==> src/hw/rtl/atrp_pkg.sv <==
// shared types, constants and angle table functions for the tilt core
package atrp_pkg;

    localparam int ACCEL_W = 16;
    localparam int ROLL_W = 15;
    localparam int PITCH_W = 14;
    localparam int GUARD_SHIFT = 20;
    localparam int DATA_W = 40;
    localparam int ACC_W = 42;
    localparam int GAIN_W = 24;
    localparam int GAIN_SHIFT = 24;
    localparam logic [GAIN_W-1:0] INV_GAIN_Q24 = 24'd10188014;
    localparam logic [63:0] DEG_PER_RAD_Q26 = 64'd3845054675;
    localparam logic signed [ACC_W-1:0] DEG180_Q32 = ACC_W'(64'd180 << 32);
    localparam logic signed [ACC_W-1:0] DEG90_Q32 = ACC_W'(64'd90 << 32);

    typedef logic signed [DATA_W-1:0] data_t;
    typedef logic signed [ACC_W-1:0] acc_t;

    function automatic logic [63:0] udiv64(input logic [63:0] num, input logic [63:0] den);
        logic [63:0] q;
        logic [63:0] r;
        q = '0;
        r = '0;
        for (int b = 63; b >= 0; b--)
        begin
            r = {r[62:0], num[b]};
            if (r >= den)
            begin
                r = r - den;
                q[b] = 1'b1;
            end
        end
        return q;
    endfunction

    // atan(2^-i) in degrees, q32
    function automatic logic [63:0] stage_angle(input int i);
        logic [63:0] sum;
        logic [63:0] term;
        logic minus;
        sum = '0;
        minus = 1'b0;
        if (i == 0)
        begin
            return 64'd45 << 32;
        end
        for (int n = 1; i * n < 62; n += 2)
        begin
            term = udiv64(64'd1 << (62 - i * n), 64'(n));
            if (minus)
            begin
                sum = sum - term;
            end
            else
            begin
                sum = sum + term;
            end
            minus = !minus;
        end
        return ((sum >> 30) * DEG_PER_RAD_Q26) >> 26;
    endfunction

endpackage

==> src/hw/rtl/atrp_mag_scale.sv <==
// cordic gain removal on the magnitude, one multiply stage
module atrp_mag_scale #(
    parameter int SB_W = 16
) (
    input  logic               clk,
    input  logic               rst_n,
    input  logic               en,
    input  logic               in_valid,
    input  atrp_pkg::data_t    in_mag,
    input  logic [SB_W-1:0]    in_sb,
    output logic               out_valid,
    output atrp_pkg::data_t    out_mag,
    output logic [SB_W-1:0]    out_sb
);

    localparam int PROD_W = atrp_pkg::DATA_W - 1 + atrp_pkg::GAIN_W;

    logic valid_reg;
    logic [PROD_W-1:0] prod_reg;
    logic [SB_W-1:0] sb_reg;
    logic [atrp_pkg::DATA_W-2:0] mag_pos;

    assign mag_pos = (in_mag < 0) ? '0 : in_mag[atrp_pkg::DATA_W-2:0];

    always_ff @(posedge clk or negedge rst_n)
    begin
        if (!rst_n)
        begin
            valid_reg <= 1'b0;
        end
        else if (en)
        begin
            valid_reg <= in_valid;
        end
    end

    always_ff @(posedge clk)
    begin
        if (en)
        begin
            prod_reg <= PROD_W'(mag_pos) * PROD_W'(atrp_pkg::INV_GAIN_Q24);
            sb_reg <= in_sb;
        end
    end

    assign out_valid = valid_reg;
    assign out_mag = {1'b0, prod_reg[atrp_pkg::GAIN_SHIFT +: atrp_pkg::DATA_W-1]};
    assign out_sb = sb_reg;

endmodule

==> config.mk <==
export PLATFORM = sky130hd
export DESIGN_NAME = atrp_mag_scale
export DESIGN_NICKNAME = d
export VERILOG_FILES = /design/src/hw/rtl/atrp_pkg.sv /design/src/hw/rtl/atrp_mag_scale.sv
export SDC_FILE = /design/constraint.sdc
export NUM_CORES = 1
export LEC_CHECK = 0
export BUFFER_PORTS_ARGS = -buffer_cell sky130_fd_sc_hd__buf_2
export CAP_MARGIN = 20
export CORE_MARGIN = 3
export CORE_UTILIZATION = 35
export CTS_CLUSTER_DIAMETER = 100
export DETAILED_ROUTE_END_ITERATION = 16
export SETUP_SLACK_MARGIN = 0.5
export SYNTH_ARGS = -nofsm -noshare
export SYNTH_HDL_FRONTEND = slang
export SYNTH_SLANG_ARGS = --single-unit
==> constraint.sdc <==
create_clock -name clk -period 0.8 [get_ports clk]
set_input_delay 0 -clock clk [delete_from_list [all_inputs] [get_ports clk]]
set_output_delay 0 -clock clk [all_outputs]
set_load 0.05 [all_outputs]
==> flow_summary.toml, run 1 <==
[status]
status = "finished with violations"
violations = "hold timing, setup timing"

[synthesis]
synth_top_area_frac = 0.410
synthXorXnorAreaFrac = 0.0570
synth_top_family_by_area = "adder cells"
ys_types = 63
synth_compound_area_frac = 0.0731
syn_inst = 2106
synthMuxAreaShare = 0.00111
syn_nets = 2861
yosys_most_used_dff = "edfxtp_1"
avgSynthCellArea_um2 = 9.63
yosysWarningCount = 0
synth-seq-cells = 56
yosysMostFrequentCell = "inv_1"
yosys-top-cells-area = "fa_1, ha_1, inv_1, edfxtp_1, xnor2_1"
synth_fa_ha_area_frac = 0.582
netlist_top_cells_count = "inv_1, fa_1, ha_1"
synthSimpleGateAreaFrac = 0.0728
synth_edf_count = 55
synthArstFlopShare = 0.0179
synth_top_cell_by_area = "fa_1"
seq_area_frac_synth = 0.0826
syn-cell-area_um2 = 20300

[global_route]
grt_pass1_wl_um = 100000
grt_pass1_vias = 18400
grt_usage = 0.214
grt_overflow_total = 0
grt_max_degree = 18
grt_antenna_before_repair = 0

[route]
drcViolationCount = 0
wire_per_inst_um = 18.3
ant_nets = 0
drt-pass1-iter-count = 4
num_vias = 16000
drt_wl_total_um = 63100
dr.first_iter.drc_count = 661
vias_per_cell = 4.65

[cts]
clock_path_buffers = 2
clock_latency_ps = 290
root_buffer = "clkbuf_16"
cts.clk_slew.worst_paths_ps = 80
cts.sinks = 56
cts_tree = "yes"
numCtsBuffers = 5
hold_buffers = 1
htreeDepth = 2

[finish]
drive_above_1_share = 0.359
utilization = 0.496
largest_register_ff_count = 39
nets = 3445
n_antenna_cell = 0
synthToLayoutAreaGrowth_pct = 39.0

[min_path]
holdPathEnd = "out_sb[3]$_DFFE_PP_"
hp-class = "primary input to flop"
min_from = "in_sb[3]"
min_path_cells = 1

[floorplan]
fp.dieW_um = 247
die_area_um2 = 60900
core_area_um2 = 56800
die_h_um = 247
start_util = 0.357
fp-row-count = 87
ios = 117

[setup_path]
crit_path_start_kind = "primary input"
cp_max_fo = 8
arrival_ps = 6210
reg2reg_to = "out_valid$_DFFE_PN0P_"
required_ps = 920
path_class = "primary input to flop"
ff2ff_setup_slack_ps = 20
end_kind = "flop"
r2r_cells = 1
worstReg2RegStart = "out_valid$_DFFE_PN0P_"

[sta]
post-route-period-util = 7.62
fmax_ghz = 0.164
fin_crit_ps = 6100
maxSlewViolCount = 0
hold_viol_final = 17
whs_ps = -126
rsz0062_at_grt = "yes"
relSlewSlack = 0.634
fin_ws_ps = -5300
setup_tns_ps = -197590
final-setup-viol-count = 95
fin_worst_skew_ps = 0
worst_slew_pin_slew_ps = 549

[place]
dp_hpwl_um = 55100
portBuffers = 115
gp_congestion = 0.963

[job]
cap_violations = 0
==> placed cells by master (no fill, tap or decap), types with 39 or more instances in the layout <==
master	n
a21oi_1	65
buf_2	56
buf_4	480
buf_6	96
edfxtp_1	55
fa_1	382
ha_1	236
ha_4	39
inv_1	588
nand2_1	49
nor2_1	55
xnor2_1	77
==> cell type report <==
type                            count  area [µm²]
Fill cell                        5229       28600
Multi-Input combinational cell   1351       17600
Timing Repair Buffer              651        5410
Inverter                          625        2370
Sequential cell                    56        1680
Tap cell                          756         946
Clock buffer                        6         129
Clock inverter                      2        16.3
==> metrics by stage <==
stage / worst slack [ps] / hold WS, ps / std cells / instance area [µm²]
2_1_floorplan: -5760 / -296 / 2106 / 20700
6_report: -5300 / -126 / 3447 / 28200
5_1_grt: -5450 / -136 / 3447 / 28200
3_3_place_gp: -5830 / -225 / 3356 / 25300
4_1_cts: -5190 / -134 / 3416 / 27500
3_5_place_dp: -5830 / -224 / 3356 / 25300
==> what timing repair did <==
item / 4_1_cts / 5_1_grt
hold endpoints to repair: 18 / 17
resized for setup: 357 / 100
pin swaps: 95 / 97
setup buffers: 44 / 31
endpoints found under the setup margin: 151 / 96
gates cloned: 7 / 0
==> layer usage <==
| layer | global-route usage | vias up | part of all wire |
|---|---|---|---|
| met2 | 0.410 | 255 | 0.54 |
| met5 | 0 | - | 0 |
| met1 | 0.252 | 8155 | 0.40 |
| met4 | 0.0587 | 0 | 0.035 |
| met3 | 0.0213 | 88 | 0.030 |
| li1 | - | 7519 | - |
==> logic make-up after synthesis <==
logic type               after synthesis
buffers and inverters                699
adder cells (fa/ha/maj)              695
AND/OR/NAND/NOR                      294
AO/OA/AOI/OAI                        227
XOR/XNOR                             132
flip-flops                            56
multiplexers                           2
other                                  1
==> critical path: stages <==
cell and delay, ps:
buf_16 140, buf_12 140, buf_12 140, nor2b_4 140, buf_6 110, and2_4 160
inv_2 40, fa_1 520, inv_2 50, fa_1 490, fa_2 630, fa_1 440
fa_1 490, inv_1 50, fa_1 510, inv_2 50, ha_4 260, nand4_1 190
nor3_4 270, o211ai_1 130, a31oi_1 230, nor2_2 120, o21ai_2 190, a31oi_4 190
o2111a_1 270, a311oi_1 240
==> worst max-delay path by stage <==
| stage | startpoint | to | cells after the start |
|---|---|---|---|
| after floorplan | in_mag[39] | prod_reg[59]$_DFFE_PP_ | 27 |
| after global placement | in_mag[39] | prod_reg[44]$_DFFE_PP_ | 25 |
| after detailed placement | in_mag[39] | prod_reg[44]$_DFFE_PP_ | 26 |
| after CTS | in_mag[39] | prod_reg[56]$_DFFE_PP_ | 24 |
| after global routing | in_mag[39] | prod_reg[56]$_DFFE_PP_ | 26 |
| final | in_mag[39] | prod_reg[56]$_DFFE_PP_ | 26 |
Power of run 1 is left out: the tool's default activity adds up to more than one toggle a clock period on the data nets, which glitch-free logic cannot reach.
==> run 2, diff against run 1 <==
--- a/config.mk
+++ b/config.mk
@@ -5,12 +5,13 @@
 export SDC_FILE = /design/constraint.sdc
 export NUM_CORES = 1
 export LEC_CHECK = 0
-export BUFFER_PORTS_ARGS = -buffer_cell sky130_fd_sc_hd__buf_2
 export CAP_MARGIN = 20
 export CORE_MARGIN = 3
 export CORE_UTILIZATION = 35
 export CTS_CLUSTER_DIAMETER = 100
 export DETAILED_ROUTE_END_ITERATION = 16
+export DONT_BUFFER_PORTS = 1
+export RECOVER_POWER = 100
 export SETUP_SLACK_MARGIN = 0.5
 export SYNTH_ARGS = -nofsm -noshare
 export SYNTH_HDL_FRONTEND = slang
==> flow_summary.toml, run 2 (synthesis results as in run 1) <==
[route]
routed-wl-met3_um = 2350
routed.top_layer = "met4"
drcViolationCount = 0
num_vias = 15500
wl_met1_um = 23600
dr_wl_met2_um = 31300
wire_per_inst_um = 18.2
vias_per_cell = 4.68
drt_wl_total_um = 60300
drt-pass1-iter-count = 5
dr.first_iter.drc_count = 601
ant_nets = 0

[sta]
fmax_ghz = 0.167
final-setup-viol-count = 95
rsz0062_at_grt = "yes"
post-route-period-util = 7.49
maxSlewViolCount = 0
hold_viol_final = 73
fin_ws_ps = -5190
fin_worst_skew_ps = 0
fin_crit_ps = 5990
whs_ps = -203

[finish]
largest_register_ff_count = 39
instances_no_fill = 3308
num-fill-cells = 5389
layout_common_cells = "inv_1, buf_4, fa_1"
utilization = 0.465
drive_above_1_share = 0.284
synthToLayoutAreaGrowth_pct = 30.1
nets = 3303
layout_commonest_cell = "inv_1"
final_area_um2 = 26400

[global_route]
grt_antenna_before_repair = 3
grt_max_degree = 101
grt_usage = 0.205
grt_overflow_total = 0
grt_pass1_wl_um = 96300
grt_pass1_vias = 17900

[place]
placed_area_um2 = 24700
portBuffers = 0
dp_hpwl_um = 53800
post-place-cells = 3250
pre_cts_ws_ps = -5530
gp_congestion = 0.948

[setup_path]
end_kind = "flop"
crit_path_start_kind = "primary input"
arrival_ps = 6030
cp_max_fo = 100
path_class = "primary input to flop"
required_ps = 840

[cts]
clock_path_buffers = 2
cts.sinks = 56
hold_buffers = 1
htreeDepth = 2
cts_tree = "yes"
root_buffer = "clkbuf_16"
clock_latency_ps = 290
cts.clk_slew.worst_paths_ps = 70
numCtsBuffers = 5

[floorplan]
fp.dieW_um = 247
core_area_um2 = 56800
fp-row-count = 87
die_area_um2 = 60900
ios = 117
die_h_um = 247
start_util = 0.357

[min_path]
hp-class = "primary input to flop"

[status]
violations = "hold timing, setup timing"
status = "finished with violations"

[job]
cap_violations = 0
## run 2: changes by cell type in the layout (fill, tap and decap cells not counted), sizes merged
cell	delta
buf	-141
diode	+3
bufbuf	-1
bufinv	+1
clkbuf	+1
clkinv	-1
clkinvlp	-1
## run 2: timing repair
| action | 4_1_cts | 5_1_grt |
|---|---|---|
| setup endpoints to repair | 96 | 96 |
| resized for setup | 158 | 74 |
| pin swaps | 74 | 61 |
| hold endpoints to repair | 73 | 73 |
| setup buffers | 28 | 18 |
## run 2: path summary, 6_finish.rpt
path / startpoint / endpoint / slack [ps] / cells past startpoint
min in group asynchronous: rst_n / out_valid$_DFFE_PN0P_ / -90 / 1
hold / removal: in_sb[12] / out_sb[12]$_DFFE_PP_ / -200 / 0
max in group asynchronous: rst_n / out_valid$_DFFE_PN0P_ / 780 / 1
setup / recovery: in_mag[39] / prod_reg[59]$_DFFE_PP_ / -5190 / 24
setup reg to reg: out_valid$_DFFE_PN0P_ / out_valid$_DFFE_PN0P_ / 10 / 1
hold reg to reg: out_valid$_DFFE_PN0P_ / out_valid$_DFFE_PN0P_ / 550 / 1
## run 2: critical path: stages
cell and delay, ps:
nand2b_4 170, clkinvlp_4 140, buf_4 170, fa_1 470, inv_1 50, fa_2 520
inv_1 40, fa_1 450, fa_1 520, fa_1 440, fa_1 490, inv_1 50
fa_1 490, inv_2 40, ha_4 200, a21o_1 180, o21bai_4 170, a221o_1 310
a221oi_2 240, o21ai_2 120, or2_4 260, a31oi_4 220, o21bai_2 80, xor2_1 140
## run 2: layout make-up
type,instances,area [µm²],area share
Multi-Input combinational cell,1351,17100,0.646
Timing Repair Buffer,509,4160,0.158
Inverter,625,2360,0.0894
Sequential cell,56,1680,0.0636
Tap cell,756,946,0.0358
Clock buffer,7,153,0.00578
Clock inverter,1,30.0,0.00114
Antenna cell,3,7.51,0.000284
## run 2: through the flow
stage               hold WS, ps  setup TNS, ps
floorplan                  -296        -194210
global placement           -296        -198920
detailed placement         -296        -201050
CTS                        -212        -189420
global route               -220        -199830
finish                     -203        -190330
## run 2: per-layer routing
layer / up-vias / GRT usage
met3: 119 / 0.0258
met1: 7814 / 0.242
met4: 0 / 0.0882
li1: 7233 / -
met2: 313 / 0.374
met5: - / 0
Power of run 2 is left out for the same reason.
==> run 3, diff against run 2 <==
--- a/config.mk
+++ b/config.mk
@@ -12,7 +12,6 @@
 export DETAILED_ROUTE_END_ITERATION = 16
 export DONT_BUFFER_PORTS = 1
 export RECOVER_POWER = 100
-export SETUP_SLACK_MARGIN = 0.5
 export SYNTH_ARGS = -nofsm -noshare
 export SYNTH_HDL_FRONTEND = slang
 export SYNTH_SLANG_ARGS = --single-unit
==> flow_summary.toml, run 3 (synthesis results as in run 1) <==
[sta]
rsz0062_at_grt = "yes"
maxSlewViolCount = 0
fin_crit_ps = 5990
hold_viol_final = 56
fin_ws_ps = -5190
post-route-period-util = 7.49
whs_ps = -188
fmax_ghz = 0.167
final-setup-viol-count = 95
fin_worst_skew_ps = 0

[route]
vias_per_cell = 4.66
dr.first_iter.drc_count = 562
routed-wl-met3_um = 2260
drt_wl_total_um = 60300
ant_nets = 0
wire_per_inst_um = 18.1
wl_met1_um = 23800
drt-pass1-iter-count = 5
drcViolationCount = 0
num_vias = 15500
routed.top_layer = "met4"
dr_wl_met2_um = 31600

[setup_path]
r2r_cells = 1
reg2reg_to = "out_valid$_DFFE_PN0P_"
crit_slowest_cell = "fa_2"
max_stage_delay_ps = 520
worstReg2RegStart = "out_valid$_DFFE_PN0P_"
worstSetupStartpoint = "in_mag[39]"
cp_max_fo = 100
ff2ff_setup_slack_ps = 10
end_kind = "flop"
required_ps = 840
crit_top_cell = "fa_1"
arrival_ps = 6030
path_class = "primary input to flop"
crit_path_start_kind = "primary input"

[place]
gp_congestion = 0.948
post-place-cells = 3250
portBuffers = 0
placed_area_um2 = 24700
dp_hpwl_um = 53800

[floorplan]
die_area_um2 = 60900
ios = 117
start_util = 0.357
core_area_um2 = 56800
fp.dieW_um = 247
fp-row-count = 87
die_h_um = 247

[status]
status = "finished with violations"
violations = "hold timing, setup timing"

[finish]
multi_input_area_um2 = 17100
layout_common_cells = "inv_1, buf_4, fa_1"
nets = 3319
register_area_um2 = 1680
layout_commonest_cell = "inv_1"
largest_register_ff_count = 39
final_area_um2 = 26600
instances_no_fill = 3324
num-fill-cells = 5363
drive_above_1_share = 0.283
synthToLayoutAreaGrowth_pct = 31.0

[global_route]
grt_max_degree = 101
grt_overflow_total = 0
grt_antenna_before_repair = 3
grt_pass1_vias = 17900
grt_usage = 0.206
grt_pass1_wl_um = 96500

[cts]
htreeDepth = 2
clock_latency_ps = 290
clock_path_buffers = 2
cts.clk_slew.worst_paths_ps = 70
cts_tree = "yes"
hold_buffers = 19
root_buffer = "clkbuf_16"
cts.sinks = 56
numCtsBuffers = 5

[job]
cap_violations = 0

[min_path]
holdPathEnd = "out_sb[4]$_DFFE_PP_"
hp-class = "primary input to flop"
min_path_cells = 0
min_from = "en"
run 3: cell count changes in the layout (fill, tap and decap cells not counted), sizes merged:
| cell | previous run | this run |
|---|---|---|
| dlygate4sd3 | 1 | 19 |
| buf | 508 | 506 |
run 3: through the flow:
step           utilization  setup TNS, ps  hold slack (ps)  worst slack [ps]
6_report             0.468        -189320             -188             -5190
2_1_floorplan            -        -194210             -296             -5760
3_3_place_gp         0.435        -198920             -296             -5450
4_1_cts              0.459        -189510             -194             -5110
5_1_grt              0.468        -197850             -203             -5400
3_5_place_dp         0.435        -201050             -296             -5530
run 3: cell type report:
cell class                 instances  area share
sequential                        56      0.0631
clock buffer                       7     0.00574
multi-input combinational       1351       0.643
clock inverter                     1     0.00113
timing repair buffer             525       0.163
inverter                         625      0.0888
tap                              756      0.0356
antenna                            3    0.000283
run 3: worst max path at each step:
stage / endpoint / cells after the start
final: prod_reg[59]$_DFFE_PP_ / 25
after global routing: prod_reg[56]$_DFFE_PP_ / 23
after CTS: prod_reg[56]$_DFFE_PP_ / 24
after detailed placement: prod_reg[56]$_DFFE_PP_ / 25
after global placement: prod_reg[59]$_DFFE_PP_ / 23
after floorplan: prod_reg[59]$_DFFE_PP_ / 27
run 3: routing by layer:
layer,track usage,vias to the layer above
met5,0,-
met4,0.0772,0
met3,0.0240,100
met2,0.379,282
met1,0.244,7833
li1,-,7269
run 3: timing repair:
| item | CTS | global route |
|---|---|---|
| setup buffers | 31 | 13 |
| pin swaps | 77 | 36 |
| hold endpoints to repair | 73 | 56 |
| resized for setup | 147 | 86 |
| setup endpoints to repair | 95 | 95 |
run 3: critical path: cells and delay by family:
family,cells,cell delay (ps)
compound gates,6,1040
xor+xnor,1,140
fa+ha+maj,8,3600
buf+inv,7,620
simple gates,3,540
Power of run 3 is left out for the same reason.
